File: src/hdl/gdsc_pkg.sv
// Shared types, constants and month table for the Gregorian date / serial converter.
// Used by gdsc_ctrl, gdsc_datapath and the top level; depends on nothing.
package gdsc_pkg;

  localparam int unsigned SerialW = 22;
  localparam int unsigned YearW   = 14;
  localparam int unsigned DayW    = 5;
  localparam int unsigned MonW    = 4;
  localparam int unsigned WdW     = 3;
  localparam int unsigned DbW     = 23;  // days before a year, up to year 16383
  localparam int unsigned DoyW    = 9;
  localparam int unsigned Q7W     = 20;
  localparam int unsigned QzW     = 8;

  localparam logic [YearW-1:0] BaseYear   = 14'd1601;
  localparam logic [YearW-1:0] BaseYearM1 = 14'd1600;
  // 1600/4 - 1600/100 + 1600/400, removed when day counts are taken from year-1
  localparam logic [DbW-1:0]   DbBias     = 23'd388;
  localparam logic [DbW-1:0]   SerialMax  = 23'h3F_FFFF;

  // reciprocal multipliers, exact over the operand ranges used here
  localparam int unsigned         Div100Shift = 20;
  localparam logic [YearW-1:0]    Div100Mul   = 14'((2**20 + 99) / 100);
  localparam int unsigned         Div7Shift   = 25;
  localparam logic [22:0]         Div7Mul     = 23'((2**25 + 6) / 7);
  // ceil(2^32 / 365.2425); estimate of the year offset is exact or one high
  localparam int unsigned         YearShift   = 32;
  localparam longint unsigned     YearMulFull =
      ((64'd1 << 32) * 64'd400 + 64'd146096) / 64'd146097;
  localparam logic [23:0]         YearMul     = 24'(YearMulFull);

  localparam logic CmdToSerial = 1'b0;
  localparam logic CmdToDate   = 1'b1;

  typedef enum logic [3:0] {
    OP_NONE,
    OP_LOAD,
    OP_EST,
    OP_YMUL,
    OP_YSUM,
    OP_CHK,
    OP_DATE,
    OP_WDMUL,
    OP_MON
  } dp_op_e;

  typedef struct packed {
    dp_op_e op;
    logic   load_out;
  } dp_ctrl_t;

  typedef struct packed {
    logic cmd;
    logic ok;
    logic db_gt;
  } dp_stat_t;

  typedef enum logic [3:0] {
    ST_IDLE,
    ST_EST,
    ST_YMUL,
    ST_YSUM,
    ST_CHK,
    ST_DATE,
    ST_WDMUL,
    ST_MON,
    ST_DONE
  } state_e;

  // days before the first of month m in a common year (m = 13 gives the year length)
  function automatic logic [DoyW-1:0] month_start(input logic [MonW-1:0] m);
    logic [DoyW-1:0] v;
    unique case (m)
      4'd2:    v = 9'd31;
      4'd3:    v = 9'd59;
      4'd4:    v = 9'd90;
      4'd5:    v = 9'd120;
      4'd6:    v = 9'd151;
      4'd7:    v = 9'd181;
      4'd8:    v = 9'd212;
      4'd9:    v = 9'd243;
      4'd10:   v = 9'd273;
      4'd11:   v = 9'd304;
      4'd12:   v = 9'd334;
      4'd13:   v = 9'd365;
      default: v = 9'd0;
    endcase
    return v;
  endfunction

  function automatic logic [DoyW-1:0] month_offset(input logic [MonW-1:0] m,
                                                   input logic leap);
    logic [DoyW-1:0] v;
    v = month_start(m);
    if (leap && m > 4'd2) begin
      v = v + 9'd1;
    end
    return v;
  endfunction

endpackage

File: src/hdl/gdsc_ctrl.sv
// Sequencer for the date / serial converter: steps the datapath through one
// conversion and owns the input ready and the output valid. Uses gdsc_pkg.
module gdsc_ctrl (
  input  logic                clk_i,
  input  logic                rst_ni,
  input  logic                in_valid_i,
  input  logic                command_i,
  input  logic                out_ready_i,
  input  gdsc_pkg::dp_stat_t  stat_i,
  output logic                in_ready_o,
  output logic                out_valid_o,
  output gdsc_pkg::dp_ctrl_t  ctrl_o
);

  gdsc_pkg::state_e state_q, state_d;
  logic             out_valid_q, out_valid_d;

  always_ff @(posedge clk_i or negedge rst_ni) begin
    if (!rst_ni) begin
      state_q     <= gdsc_pkg::ST_IDLE;
      out_valid_q <= 1'b0;
    end else begin
      state_q     <= state_d;
      out_valid_q <= out_valid_d;
    end
  end

  always_comb begin
    state_d         = state_q;
    in_ready_o      = 1'b0;
    ctrl_o.op       = gdsc_pkg::OP_NONE;
    ctrl_o.load_out = 1'b0;
    unique case (state_q)
      gdsc_pkg::ST_IDLE: begin
        in_ready_o = 1'b1;
        if (in_valid_i) begin
          ctrl_o.op = gdsc_pkg::OP_LOAD;
          state_d   = (command_i == gdsc_pkg::CmdToDate) ? gdsc_pkg::ST_EST
                                                         : gdsc_pkg::ST_YMUL;
        end
      end
      gdsc_pkg::ST_EST: begin
        ctrl_o.op = gdsc_pkg::OP_EST;
        state_d   = stat_i.ok ? gdsc_pkg::ST_YMUL : gdsc_pkg::ST_DONE;
      end
      gdsc_pkg::ST_YMUL: begin
        ctrl_o.op = gdsc_pkg::OP_YMUL;
        state_d   = gdsc_pkg::ST_YSUM;
      end
      gdsc_pkg::ST_YSUM: begin
        ctrl_o.op = gdsc_pkg::OP_YSUM;
        state_d   = (stat_i.cmd == gdsc_pkg::CmdToDate) ? gdsc_pkg::ST_CHK
                                                        : gdsc_pkg::ST_DATE;
      end
      gdsc_pkg::ST_CHK: begin
        // year estimate one high: step back and redo the day count once
        ctrl_o.op = gdsc_pkg::OP_CHK;
        state_d   = stat_i.db_gt ? gdsc_pkg::ST_YMUL : gdsc_pkg::ST_MON;
      end
      gdsc_pkg::ST_DATE: begin
        ctrl_o.op = gdsc_pkg::OP_DATE;
        state_d   = gdsc_pkg::ST_WDMUL;
      end
      gdsc_pkg::ST_WDMUL: begin
        ctrl_o.op = gdsc_pkg::OP_WDMUL;
        state_d   = gdsc_pkg::ST_DONE;
      end
      gdsc_pkg::ST_MON: begin
        ctrl_o.op = gdsc_pkg::OP_MON;
        state_d   = gdsc_pkg::ST_DONE;
      end
      gdsc_pkg::ST_DONE: begin
        if (!out_valid_q || out_ready_i) begin
          ctrl_o.load_out = 1'b1;
          state_d         = gdsc_pkg::ST_IDLE;
        end
      end
      default: begin
        state_d = gdsc_pkg::ST_IDLE;
      end
    endcase
  end

  always_comb begin
    if (ctrl_o.load_out) begin
      out_valid_d = 1'b1;
    end else if (out_ready_i) begin
      out_valid_d = 1'b0;
    end else begin
      out_valid_d = out_valid_q;
    end
  end

  assign out_valid_o = out_valid_q;

endmodule

File: src/hdl/gdsc_datapath.sv
// Datapath of the date / serial converter: input and work registers, the
// reciprocal multipliers, day counting, month search and the result register.
// Uses gdsc_pkg; driven by gdsc_ctrl.
module gdsc_datapath #(
  parameter int unsigned MAX_YEAR = 9999
) (
  input  logic                                  clk_i,
  input  gdsc_pkg::dp_ctrl_t                    ctrl_i,
  output gdsc_pkg::dp_stat_t                    stat_o,
  input  logic                                  command_i,
  input  logic [gdsc_pkg::DayW-1:0]             day_in_i,
  input  logic [gdsc_pkg::MonW-1:0]             month_in_i,
  input  logic [gdsc_pkg::YearW-1:0]            year_in_i,
  input  logic [gdsc_pkg::SerialW-1:0]          serial_in_i,
  output logic [gdsc_pkg::SerialW-1:0]          serial_out_o,
  output logic [gdsc_pkg::DayW-1:0]             day_out_o,
  output logic [gdsc_pkg::MonW-1:0]             month_out_o,
  output logic [gdsc_pkg::YearW-1:0]            year_out_o,
  output logic [gdsc_pkg::WdW-1:0]              weekday_o,
  output logic                                  valid_res_o
);

  localparam int unsigned NumYears  = MAX_YEAR - 1600;
  localparam int unsigned MaxSerial = NumYears * 365 + NumYears / 4 - NumYears / 100
                                      + NumYears / 400;
  localparam logic [gdsc_pkg::YearW-1:0] YearMax = gdsc_pkg::YearW'(MAX_YEAR);

  // input and work registers
  logic                              cmd_q;
  logic [gdsc_pkg::DayW-1:0]         day_q;
  logic [gdsc_pkg::MonW-1:0]         mon_q;
  logic [gdsc_pkg::YearW-1:0]        year_q;
  logic [gdsc_pkg::SerialW-1:0]      ser_q;
  logic [gdsc_pkg::SerialW-1:0]      t_q;     // zero-based day count
  logic                              ok_q;
  logic [gdsc_pkg::YearW-1:0]        z_q;     // year minus one
  logic [gdsc_pkg::QzW-1:0]          qz_q;    // z / 100
  logic [gdsc_pkg::DbW-1:0]          n365_q;
  logic [gdsc_pkg::DbW-1:0]          db_q;    // days before 1 January of year z+1
  logic                              leap_q;
  logic [gdsc_pkg::Q7W-1:0]          q7_q;    // t / 7
  logic [gdsc_pkg::DoyW-1:0]         doy_q;
  logic [gdsc_pkg::MonW-1:0]         mres_q;
  logic [gdsc_pkg::DayW-1:0]         dres_q;

  // result register
  logic [gdsc_pkg::SerialW-1:0]      serial_out_q;
  logic [gdsc_pkg::DayW-1:0]         day_out_q;
  logic [gdsc_pkg::MonW-1:0]         month_out_q;
  logic [gdsc_pkg::YearW-1:0]        year_out_q;
  logic [gdsc_pkg::WdW-1:0]          weekday_q;
  logic                              valid_res_q;

  // combinational terms
  logic                              in_ok;
  logic [22:0]                       ser_p1;
  logic [46:0]                       est_prod;
  logic [44:0]                       q7_prod;
  logic [27:0]                       qz_prod;
  logic [gdsc_pkg::YearW-1:0]        n_yr;
  logic [gdsc_pkg::DbW-1:0]          n365;
  logic [gdsc_pkg::DbW-1:0]          db_sum;
  logic [gdsc_pkg::YearW-1:0]        hund;
  logic [gdsc_pkg::YearW-1:0]        rz;
  logic                              leap_d;
  logic                              db_gt;
  logic [gdsc_pkg::DbW-1:0]          doy_full;
  logic [gdsc_pkg::DoyW-1:0]         off_m;
  logic [gdsc_pkg::DoyW-1:0]         off_n;
  logic [gdsc_pkg::DoyW-1:0]         mlen;
  logic [gdsc_pkg::DbW-1:0]          v_sum;
  logic                              date_ok;
  logic [gdsc_pkg::MonW-1:0]         mcnt;
  logic [gdsc_pkg::MonW-1:0]         mk;
  logic [gdsc_pkg::DoyW-1:0]         dres_full;

  always_comb begin
    if (command_i == gdsc_pkg::CmdToDate) begin
      in_ok = (serial_in_i != '0) && (32'(serial_in_i) <= 32'(MaxSerial));
    end else begin
      in_ok = (year_in_i >= gdsc_pkg::BaseYear) && (year_in_i <= YearMax)
              && (month_in_i >= 4'd1) && (month_in_i <= 4'd12) && (day_in_i != '0);
    end
  end

  assign ser_p1   = {1'b0, ser_q} + 23'd1;
  assign est_prod = {24'd0, ser_p1} * {23'd0, gdsc_pkg::YearMul};
  assign q7_prod  = {23'd0, t_q} * {22'd0, gdsc_pkg::Div7Mul};
  assign qz_prod  = {14'd0, z_q} * {14'd0, gdsc_pkg::Div100Mul};

  assign n_yr = z_q - gdsc_pkg::BaseYearM1;
  assign n365 = {9'd0, n_yr} * 23'd365;

  // days_before(n) = 365n + z/4 - z/100 + z/400 - 388, with z = 1600 + n
  assign db_sum = n365_q + {11'd0, z_q[gdsc_pkg::YearW-1:2]} - {15'd0, qz_q}
                  + {17'd0, qz_q[gdsc_pkg::QzW-1:2]} - gdsc_pkg::DbBias;

  // leap test on year z+1 from z mod 100 and z / 100
  assign hund   = {6'd0, qz_q} * 14'd100;
  assign rz     = z_q - hund;
  assign leap_d = (z_q[1:0] == 2'b11) && ((rz != 14'd99) || (qz_q[1:0] == 2'b11));

  assign db_gt    = db_q > {1'b0, t_q};
  assign doy_full = {1'b0, t_q} + 23'd1 - db_q;

  assign off_m   = gdsc_pkg::month_offset(mon_q, leap_q);
  assign off_n   = gdsc_pkg::month_offset(mon_q + 4'd1, leap_q);
  assign mlen    = off_n - off_m;
  assign v_sum   = db_q + {14'd0, off_m} + {18'd0, day_q};
  assign date_ok = ok_q && ({4'd0, day_q} <= mlen) && (v_sum <= gdsc_pkg::SerialMax);

  // month: one plus the number of month starts that lie before the day of year
  always_comb begin
    mcnt = '0;
    for (int j = 2; j <= 12; j++) begin
      if (doy_q > gdsc_pkg::month_offset(gdsc_pkg::MonW'(j), leap_q)) begin
        mcnt = mcnt + 4'd1;
      end
    end
    mk        = mcnt + 4'd1;
    dres_full = doy_q - gdsc_pkg::month_offset(mk, leap_q);
  end

  always_ff @(posedge clk_i) begin
    unique case (ctrl_i.op)
      gdsc_pkg::OP_LOAD: begin
        cmd_q  <= command_i;
        day_q  <= day_in_i;
        mon_q  <= month_in_i;
        year_q <= year_in_i;
        ser_q  <= serial_in_i;
        t_q    <= serial_in_i - 22'd1;
        z_q    <= year_in_i - 14'd1;
        ok_q   <= in_ok;
      end
      gdsc_pkg::OP_EST: begin
        z_q  <= gdsc_pkg::BaseYearM1 + est_prod[gdsc_pkg::YearShift +: gdsc_pkg::YearW];
        q7_q <= q7_prod[gdsc_pkg::Div7Shift +: gdsc_pkg::Q7W];
      end
      gdsc_pkg::OP_YMUL: begin
        qz_q   <= qz_prod[gdsc_pkg::Div100Shift +: gdsc_pkg::QzW];
        n365_q <= n365;
      end
      gdsc_pkg::OP_YSUM: begin
        db_q   <= db_sum;
        leap_q <= leap_d;
      end
      gdsc_pkg::OP_CHK: begin
        if (db_gt) begin
          z_q <= z_q - 14'd1;
        end else begin
          doy_q <= doy_full[gdsc_pkg::DoyW-1:0];
        end
      end
      gdsc_pkg::OP_DATE: begin
        ok_q <= date_ok;
        t_q  <= gdsc_pkg::SerialW'(v_sum - 23'd1);
      end
      gdsc_pkg::OP_WDMUL: begin
        q7_q <= q7_prod[gdsc_pkg::Div7Shift +: gdsc_pkg::Q7W];
      end
      gdsc_pkg::OP_MON: begin
        mres_q <= mk;
        dres_q <= dres_full[gdsc_pkg::DayW-1:0];
      end
      default: begin
      end
    endcase
  end

  // weekday = t - 7q; mod 8 that is t + q, and the true value is below 7
  always_ff @(posedge clk_i) begin
    if (ctrl_i.load_out) begin
      valid_res_q <= ok_q;
      weekday_q   <= ok_q ? (t_q[2:0] + q7_q[2:0]) : '0;
      if (cmd_q == gdsc_pkg::CmdToDate) begin
        serial_out_q <= ser_q;
        day_out_q    <= ok_q ? dres_q : '0;
        month_out_q  <= ok_q ? mres_q : '0;
        year_out_q   <= ok_q ? (z_q + 14'd1) : '0;
      end else begin
        serial_out_q <= ok_q ? (t_q + 22'd1) : '0;
        day_out_q    <= day_q;
        month_out_q  <= mon_q;
        year_out_q   <= year_q;
      end
    end
  end

  assign stat_o.cmd   = cmd_q;
  assign stat_o.ok    = ok_q;
  assign stat_o.db_gt = db_gt;

  assign serial_out_o = serial_out_q;
  assign day_out_o    = day_out_q;
  assign month_out_o  = month_out_q;
  assign year_out_o   = year_out_q;
  assign weekday_o    = weekday_q;
  assign valid_res_o  = valid_res_q;

endmodule

File: src/hdl/gregorian_date_serial_converter_top.sv
// Gregorian date <-> serial day number converter (day 1 = Monday 1601-01-01). Command 0
// turns a date into its serial and weekday, command 1 turns a serial into a date and
// weekday; each transfer in gives one transfer out, and a result waiting in the output
// register does not block the next input. One conversion is in flight at a time, run
// by a small sequencer over a shared set of reciprocal multipliers. Command 1 runs the
// year estimate through a single correction pass when it is one high, and an
// out-of-range serial goes straight from the estimate step to the output.
// A finished conversion waits in its last state while the previous result still waits
// for out_ready_i.
// Depends on gdsc_pkg, gdsc_ctrl and gdsc_datapath.
module gregorian_date_serial_converter_top #(
  parameter int unsigned MAX_YEAR = 9999
) (
  input  logic                          clk_i,
  input  logic                          rst_ni,
  input  logic                          in_valid_i,
  output logic                          in_ready_o,
  input  logic                          command_i,
  input  logic [gdsc_pkg::DayW-1:0]     day_in_i,
  input  logic [gdsc_pkg::MonW-1:0]     month_in_i,
  input  logic [gdsc_pkg::YearW-1:0]    year_in_i,
  input  logic [gdsc_pkg::SerialW-1:0]  serial_in_i,
  output logic                          out_valid_o,
  input  logic                          out_ready_i,
  output logic [gdsc_pkg::SerialW-1:0]  serial_out_o,
  output logic [gdsc_pkg::DayW-1:0]     day_out_o,
  output logic [gdsc_pkg::MonW-1:0]     month_out_o,
  output logic [gdsc_pkg::YearW-1:0]    year_out_o,
  output logic [gdsc_pkg::WdW-1:0]      weekday_o,
  output logic                          valid_res_o
);

  gdsc_pkg::dp_ctrl_t dp_ctrl;
  gdsc_pkg::dp_stat_t dp_stat;

  gdsc_ctrl u_ctrl (
    .clk_i       (clk_i),
    .rst_ni      (rst_ni),
    .in_valid_i  (in_valid_i),
    .command_i   (command_i),
    .out_ready_i (out_ready_i),
    .stat_i      (dp_stat),
    .in_ready_o  (in_ready_o),
    .out_valid_o (out_valid_o),
    .ctrl_o      (dp_ctrl)
  );

  gdsc_datapath #(
    .MAX_YEAR (MAX_YEAR)
  ) u_datapath (
    .clk_i        (clk_i),
    .ctrl_i       (dp_ctrl),
    .stat_o       (dp_stat),
    .command_i    (command_i),
    .day_in_i     (day_in_i),
    .month_in_i   (month_in_i),
    .year_in_i    (year_in_i),
    .serial_in_i  (serial_in_i),
    .serial_out_o (serial_out_o),
    .day_out_o    (day_out_o),
    .month_out_o  (month_out_o),
    .year_out_o   (year_out_o),
    .weekday_o    (weekday_o),
    .valid_res_o  (valid_res_o)
  );

`ifndef SYNTHESIS
  a_busy_after_in: assert property (@(posedge clk_i) disable iff (!rst_ni)
    in_valid_i && in_ready_o |=> !in_ready_o)
    else $error("input ready stayed high after a transfer");

  a_weekday_range: assert property (@(posedge clk_i) disable iff (!rst_ni)
    out_valid_o && valid_res_o |-> weekday_o <= 3'd6)
    else $error("weekday out of range");

  a_month_range: assert property (@(posedge clk_i) disable iff (!rst_ni)
    out_valid_o && valid_res_o |-> month_out_o >= 4'd1 && month_out_o <= 4'd12)
    else $error("month out of range on a valid result");

  a_invalid_weekday: assert property (@(posedge clk_i) disable iff (!rst_ni)
    out_valid_o && !valid_res_o |-> weekday_o == 3'd0)
    else $error("weekday not cleared on an invalid result");
`endif

endmodule
File: config.mk
export PLATFORM = sky130hd
export DESIGN_NAME = gregorian_date_serial_converter_top
export DESIGN_NICKNAME = d
export VERILOG_FILES = /design/src/hdl/gdsc_pkg.sv /design/src/hdl/gdsc_ctrl.sv /design/src/hdl/gdsc_datapath.sv /design/src/hdl/gregorian_date_serial_converter_top.sv
export SDC_FILE = /design/constraint.sdc
export NUM_CORES = 2
export LEC_CHECK = 0
export ABC_CLOCK_PERIOD_IN_PS = 14600
export BUFFER_PORTS_ARGS = -buffer_cell sky130_fd_sc_hd__buf_2
export CORE_MARGIN = 2
export CORE_UTILIZATION = 30
export CTS_CLUSTER_SIZE = 10
export DETAILED_ROUTE_END_ITERATION = 10
export PLACE_DENSITY = 0.48
export SYNTH_ARGS = -nofsm -noshare
export SYNTH_HDL_FRONTEND = slang
export SYNTH_SLANG_ARGS = --single-unit
File: constraint.sdc
create_clock -name clk_i -period 14.6 [get_ports clk_i]
set_input_delay 0.73 -clock clk_i [delete_from_list [all_inputs] [get_ports clk_i]]
set_output_delay 0.73 -clock clk_i [all_outputs]
set_load 0.01 [all_outputs]
## Yosys cells after proc, flatten, opt, wreduce, memory -nomap -nowiden

Memories as Yosys holds them, arrays and structs flattened. A register that Yosys moved wholly into a read port is not among the register bits.
Cells that the tools add are included.

| storage, ports and cells | value |
|---|---|
| bits in registers | 213 |
| bits in read-only memories | 432 |
| input bits | 50 |
| memories kept | 3 |

| operators by class | value |
|---|---|
| add/sub/neg operators | 36 |
| multiply operators | 5 |
| order comparisons | 22 |
| equality and inequality tests | 22 |
| mux-type cells | 52 |
| bitwise logic cells | 1 |
| reductions and logical operators | 25 |

Memories:

| memory | depth | bits a word | read ports | clocked after Yosys merged registers in | write ports | RTL line | RTL |
|---|---|---|---|---|---|---|---|
| (no name shown) | 16 | 9 | 1 | 0 | 0 | gdsc_pkg.sv:73 | `unique case (m)` |
| (no name shown) | 16 | 9 | 1 | 0 | 0 | gdsc_pkg.sv:73 |  |
| (no name shown) | 16 | 9 | 1 | 1 | 0 | gdsc_pkg.sv:73 |  |

Operators by type and width:

| operator | number |
|---|---|
| 2-to-1 mux 4 bit | 17 |
| case mux 4 bit (8 select lines) | 2 |
| multiplier 23 x 23 -> 45 bit, second input constant | 1 |
| adder 4 x 1 -> 4 bit, second input constant | 11 |
| 2-to-1 mux 22 bit | 2 |
| case mux 22 bit (2 select lines) | 1 |
| subtractor 22 x 1 -> 22 bit, second input constant | 2 |
| 2-to-1 mux 14 bit | 3 |
| case mux 14 bit (3 select lines) | 1 |
| > comparator 9 x 8 -> 1 bit | 4 |
| == test 4 x 3 -> 1 bit, second input constant | 8 |
| multiplier 22 x 23 -> 28 bit, second input constant | 1 |
| subtractor 14 x 1 -> 14 bit, second input constant | 2 |
| adder 9 x 1 -> 9 bit, second input constant | 3 |
| > comparator 9 bit | 3 |
| multiplier 14 x 13 -> 27 bit, second input constant | 1 |
| adder 22 x 1 -> 23 bit, second input constant | 1 |
| adder 23 x 12 -> 23 bit | 1 |
| adder 23 x 5 -> 23 bit | 1 |
| adder 23 x 6 -> 23 bit | 1 |
| adder 23 x 9 -> 23 bit | 1 |
| > comparator 23 x 22 -> 1 bit | 1 |
| less-or-equal comparator 23 x 22 -> 1 bit, second input constant | 1 |
| multiplier 14 x 9 -> 23 bit, second input constant | 1 |
| other kinds (47) | 93 |

## Logic depth before layout (Yosys ltp)

| depth | value |
|---|---|
| word-level depth | 27 |
| mapped depth | 45 |
| mapped depth without buffers | 45 |

## By module

A second synthesis with hierarchy kept.

| second synthesis, totals | value |
|---|---|
| cells, all modules | 3761 |
| area total of the unflattened synthesis | 37223.2 um2 |

By module, submodules not included:

| module | instances | cells each | area each (um2) |
|---|---|---|---|
| gdsc_datapath | 1 | 3720 | 36860.4 |
| gdsc_ctrl | 1 | 41 | 362.8 |

## Worst setup path before layout

Ideal clock, no wire load.

| timing path | value |
|---|---|
| kind | register to register |
| start point | register u_datapath.ser_q[0] in the netlist's numbering |
| end point | register u_datapath.z_q[10] in the netlist's numbering (data pin) |
| library setup time | 0.270 ns |
| arrival time | 8.608 ns |
| data required time | 14.330 ns |
| setup slack | 5.722 ns |
| cell stages (with the launch flop) | 37 |
| path buffers | 0 |
| cells stage by stage | edfxtp_1 -> ha_1 -> nand3_1 -> nor2_1 -> nand2_1 -> nor3_1 -> and3_1 -> xnor2_1 -> inv_1 -> fa_1 -> inv_1 -> fa_1 -> fa_1 -> inv_1 -> fa_1 -> fa_1 -> fa_1 -> inv_1 -> fa_1 -> inv_1 -> ha_1 -> a21o_1 -> a21o_1 -> a21oi_1 -> o2bb2ai_1 -> nor4_1 -> nor2_1 -> nand3_1 -> o21ai_0 -> a21oi_1 -> xnor2_1 -> ha_1 -> and2_1 -> mux2_2 -> a221oi_1 -> xor2_1 -> a21oi_1 |

| on the way | value |
|---|---|
| cells in the longest elaborated chain, start to end | 4 |

Ends and longest elaborated chain:

| element | RTL line | RTL |
|---|---|---|
| start, declared | gdsc_datapath.sv:33 | `logic [gdsc_pkg::SerialW-1:0] ser_q;` |
| start signal, assigned | gdsc_datapath.sv:131 | `ser_q <= serial_in_i;` |
| adder 22 x 1 -> 23 bit | gdsc_datapath.sv:86 | `assign ser_p1 = {1'b0, ser_q} + 23'd1;` |
| multiplier 23 x 23 -> 45 bit | gdsc_datapath.sv:87 | `assign est_prod = {24'd0, ser_p1} * {23'd0, gdsc_pkg::YearMul};` |
| adder 11 x 14 -> 14 bit | gdsc_datapath.sv:137 | `z_q <= gdsc_pkg::BaseYearM1 + est_prod[gdsc_pkg::YearShift +: gdsc_pkg::YearW];` |
| case mux 14 bit (3 select lines) | gdsc_datapath.sv:125 | `unique case (ctrl_i.op)` |
| end signal, assigned | gdsc_datapath.sv:133 | `z_q <= year_in_i - 14'd1;` |
| end signal, assigned | gdsc_datapath.sv:137 |  |
| end signal, assigned | gdsc_datapath.sv:150 | `z_q <= z_q - 14'd1;` |
| end, declared | gdsc_datapath.sv:36 | `logic [gdsc_pkg::YearW-1:0] z_q;` |

Every way passes these cells.
A chain may end at the register's enable or synchronous reset.

## Final worst setup path

Same ends and word-level chain as after synthesis.

==> impl_metrics.json <==
{
  "muxShareOfSynthArea_pct": 1.44,
  "overflow": 0,
  "num_rows": 129,
  "viasPerCell": 4.56,
  "max-slew-margin-rel_pct": 20.2,
  "slew_viol_final": 0,
  "synth_top_area_cell": "fa_1",
  "setup_viol": 0,
  "crit_family": "adder cells",
  "crit_buf_inv": 6,
  "slowest_stage": "fa_1",
  "crit_top_cell": "fa_1",
  "die_w_um": 356,
  "multi_input_area_sq_um": 26900,
  "avgSynthCellArea_sq_um": 9.94,
  "worstPathArrival_ps": 10110,
  "start_util_pct": 30.2,
  "max_cap_viol_count": 0,
  "synth_xor_xnor_area_share_pct": 6.61,
  "synth_top_area_share_pct": 25.0,
  "clk_path_buf_depth": 3,
  "synth-compound-area-share_pct": 7.75,
  "finalSetupTns_ps": 0,
  "yosysWarningCount": 0,
  "vias": 25300,
  "finClkSkew_ps": 27.5,
  "synth_top_family_by_area": "adder cells",
  "fin_crit_sh_pct": 67.1,
  "drt_first_pass_iters": 5,
  "finalHoldViolations": 0,
  "synth-simple-area-share_pct": 7.90,
  "numCtsBuffers": 28,
  "cts.sinks": 222,
  "post-route-min-period_ps": 9800,
  "syn_inst": 3741,
  "crit_path_start": "u_datapath.ser_q[0]$_DFFE_PP_",
  "min_path_type": "input port to flop",
  "grt_use_total_pct": 15.9,
  "synth_cell_types": 82,
  "final_nets": 5089,
  "synth_area_leaders": "fa_1 25%, ha_1 24%, edfxtp_1 17%",
  "synthArstFlopShare_pct": 2.25,
  "dieHeight_um": 356,
  "yosys.area_share.adder_pct": 48.6,
  "cpPeakStageDelay_ps": 550,
  "max_freq_mhz": 102,
  "area_growth_pct": 9.85,
  "die_area_sq_um": 127000,
  "worst_slew_pin_slew_ps": 1190,
  "dp_hpwl_um": 85100,
  "rsz0062_at_grt": "no",
  "regArea_sq_um": 6550,
  "finalWeightedCongestion": 0.906,
  "ctsResizeCount": 0,
  "cts_root_buf": "clkbuf_16",
  "endpoint_kind": "flop",
  "status": "finished, final reports clean",
  "regToRegStartpoint": "u_datapath.ser_q[0]$_DFFE_PP_",
  "critPathKind": "flop to flop",
  "cts_tree": "built",
  "ios": 101,
  "postCtsHoldBufs": 1,
  "cts_setup_buffers": 0,
  "wl_per_cell_um": 17.9,
  "worstHoldStart": "day_in_i[0]",
  "fill_cells": 12800,
  "drcViolationCount": 0,
  "drt_iter0_markers": 1385,
  "clk_pin_slew_ps": 60,
  "syn-num-nets": 4955,
  "seq_area_frac_synth_pct": 17.6,
  "drt_wl_total_um": 98800,
  "synth_edf_count": 208,
  "critPathLaunchType": "flop",
  "ys_ff_latch": 222,
  "grt_pass1_vias": 26000,
  "htreeDepth": 1,
  "grt_pass1_wl_um": 155000,
  "grt_max_degree": 50,
  "core_sq_um": 123000,
  "antenna_found_initial": 5,
  "port_buffers": 100,
  "synth.cell_area_sq_um": 37200,
  "clock_latency_ps": 580,
  "ant_nets": 0,
  "required_ps": 14900,
  "cp_max_fo": 8,
  "layout-drive-gt1-share_pct": 6.01,
  "synthFlopType": "edfxtp_1"
}
worst reg2reg max path: cells and delay by family, from the launching register on:
family	cells	cell delay, ps
simple gates	9	1920
flops	1	480
xor+xnor	3	410
compound gates	9	1650
buf+inv	6	650
fa+ha+maj	10	4140
mux	1	270
cells in the final DEF, fill, tap and decap left out, types with 6 or more instances in the layout:
cell type / count
a21boi_0: 7
clkbuf_16: 29
nand3_1: 47
fa_1: 465
o21ai_0: 110
a31o_2: 7
a31oi_1: 13
buf_4: 41
nor2b_1: 29
o21bai_1: 21
ha_1: 699
and3_1: 24
inv_1: 959
mux2i_1: 41
o21a_1: 20
nor3_1: 56
nand2b_1: 28
and4_1: 6
o31ai_1: 7
o211ai_1: 13
or2_2: 13
mux2_2: 9
dfxtp_1: 9
nand4_1: 33
a21o_1: 46
a21oi_1: 128
buf_2: 100
xor2_1: 81
o22ai_1: 19
xnor2_1: 175
nand2_1: 162
a211oi_1: 6
nor4_1: 16
or3_1: 12
nor2_1: 119
nor3b_1: 6
edfxtp_1: 208
clkbuf_1: 14
and2_1: 15
registers in the layout, summed over array words and instances, names as in the netlist, 3 cells and up, named ones only:
name,cells
u_datapath.month_out_o,4
u_ctrl.state_q,4
u_datapath.weekday_o,3
u_datapath.dres_q,5
u_datapath.day_out_o,5
u_datapath.mon_q,4
u_datapath.year_q,14
u_datapath.z_q,14
u_datapath.mres_q,4
u_datapath.q7_q,3
u_datapath.t_q,22
u_datapath.ser_q,22
u_datapath.serial_out_o,22
u_datapath.qz_q,8
u_datapath.doy_q,9
u_datapath.day_q,5
u_datapath.n365_q,23
u_datapath.db_q,23
u_datapath.year_out_o,14
path summary, 6_finish.rpt:
kind	slack (ps)	end	cells past startpoint
min	340	u_datapath.day_q[0]$_DFFE_PP_	1
min in group asynchronous	560	u_ctrl.out_valid_o$_DFFE_PN0P_	2
max reg2reg	4800	u_datapath.z_q[10]$_DFFE_PP_	38
min reg2reg	530	u_datapath.month_out_o[0]$_DFFE_PP_	2
max in group asynchronous	13830	u_ctrl.state_q[2]$_DFFE_PN0P_	2
max	4800	u_datapath.z_q[10]$_DFFE_PP_	38
per-layer routing:
metal  track usage, %  routed length (um)
met5                0                  25
met4             1.73                1080
met3             1.79                4140
met2             25.4               44200
met1             23.8               49400
cell type report:
class / instances / area share [%]
antenna: 1 / 0.00613
multi-input combinational: 2520 / 65.9
clock buffer: 46 / 2.01
timing repair buffer: 142 / 2.00
tap: 1637 / 5.01
clock inverter: 5 / 0.245
sequential: 222 / 16.0
inverter: 961 / 8.83
through the flow:
step / worst slack, ps / instances / area, sq um / util (%) / hold WS, ps
4_1_cts: 4820 / 5533 / 40800 / 33.1 / 309
3_5_place_dp: 4880 / 5481 / 39900 / 32.4 / 516
2_1_floorplan: 5720 / 3741 / 37200 / - / 434
5_1_grt: 4100 / 5533 / 40800 / 33.1 / 323
3_3_place_gp: 4990 / 5481 / 39900 / 32.4 / 531
6_report: 4800 / 5534 / 40800 / 33.1 / 341
cell families after synthesis:
family                     after synthesis
AOI/OAI and AO/OA                      450
xor gates and xnor gates               266
adders and majority gates             1164
buffers and inverters                  999
DFF                                    222
muxes                                   51
and+or+nand+nor                        589
synthesized netlist by cell type, types with 5 or more instances:
library cell	count
clkbuf_1	29
ha_1	699
nor2_1	119
buf_2	6
nor4_1	16
and4_1	6
o31ai_1	7
a21oi_1	129
nand2_1	162
a31o_2	7
or3_1	12
and2_1	15
nand4_1	33
a31oi_1	13
mux2_2	9
o41ai_1	5
or2_2	13
o22ai_1	19
xor2_1	81
o21bai_1	21
o31a_1	5
a21o_1	46
edfxtp_1	208
a21boi_0	7
nor2b_1	29
nand4b_1	5
mux2i_1	41
dfxtp_1	9
o211ai_1	13
nor3b_1	7
inv_1	959
dfrtp_1	5
xnor2_1	175
o21ai_0	110
fa_1	465
nand2b_1	28
a211o_1	5
nand3_1	47
and3_1	24
o21a_1	20
a211oi_1	6
a2111oi_0	5
nor3_1	58
Power is not shown: default switching activity piles up to over one toggle a cycle in this logic, so the estimate is an artifact.
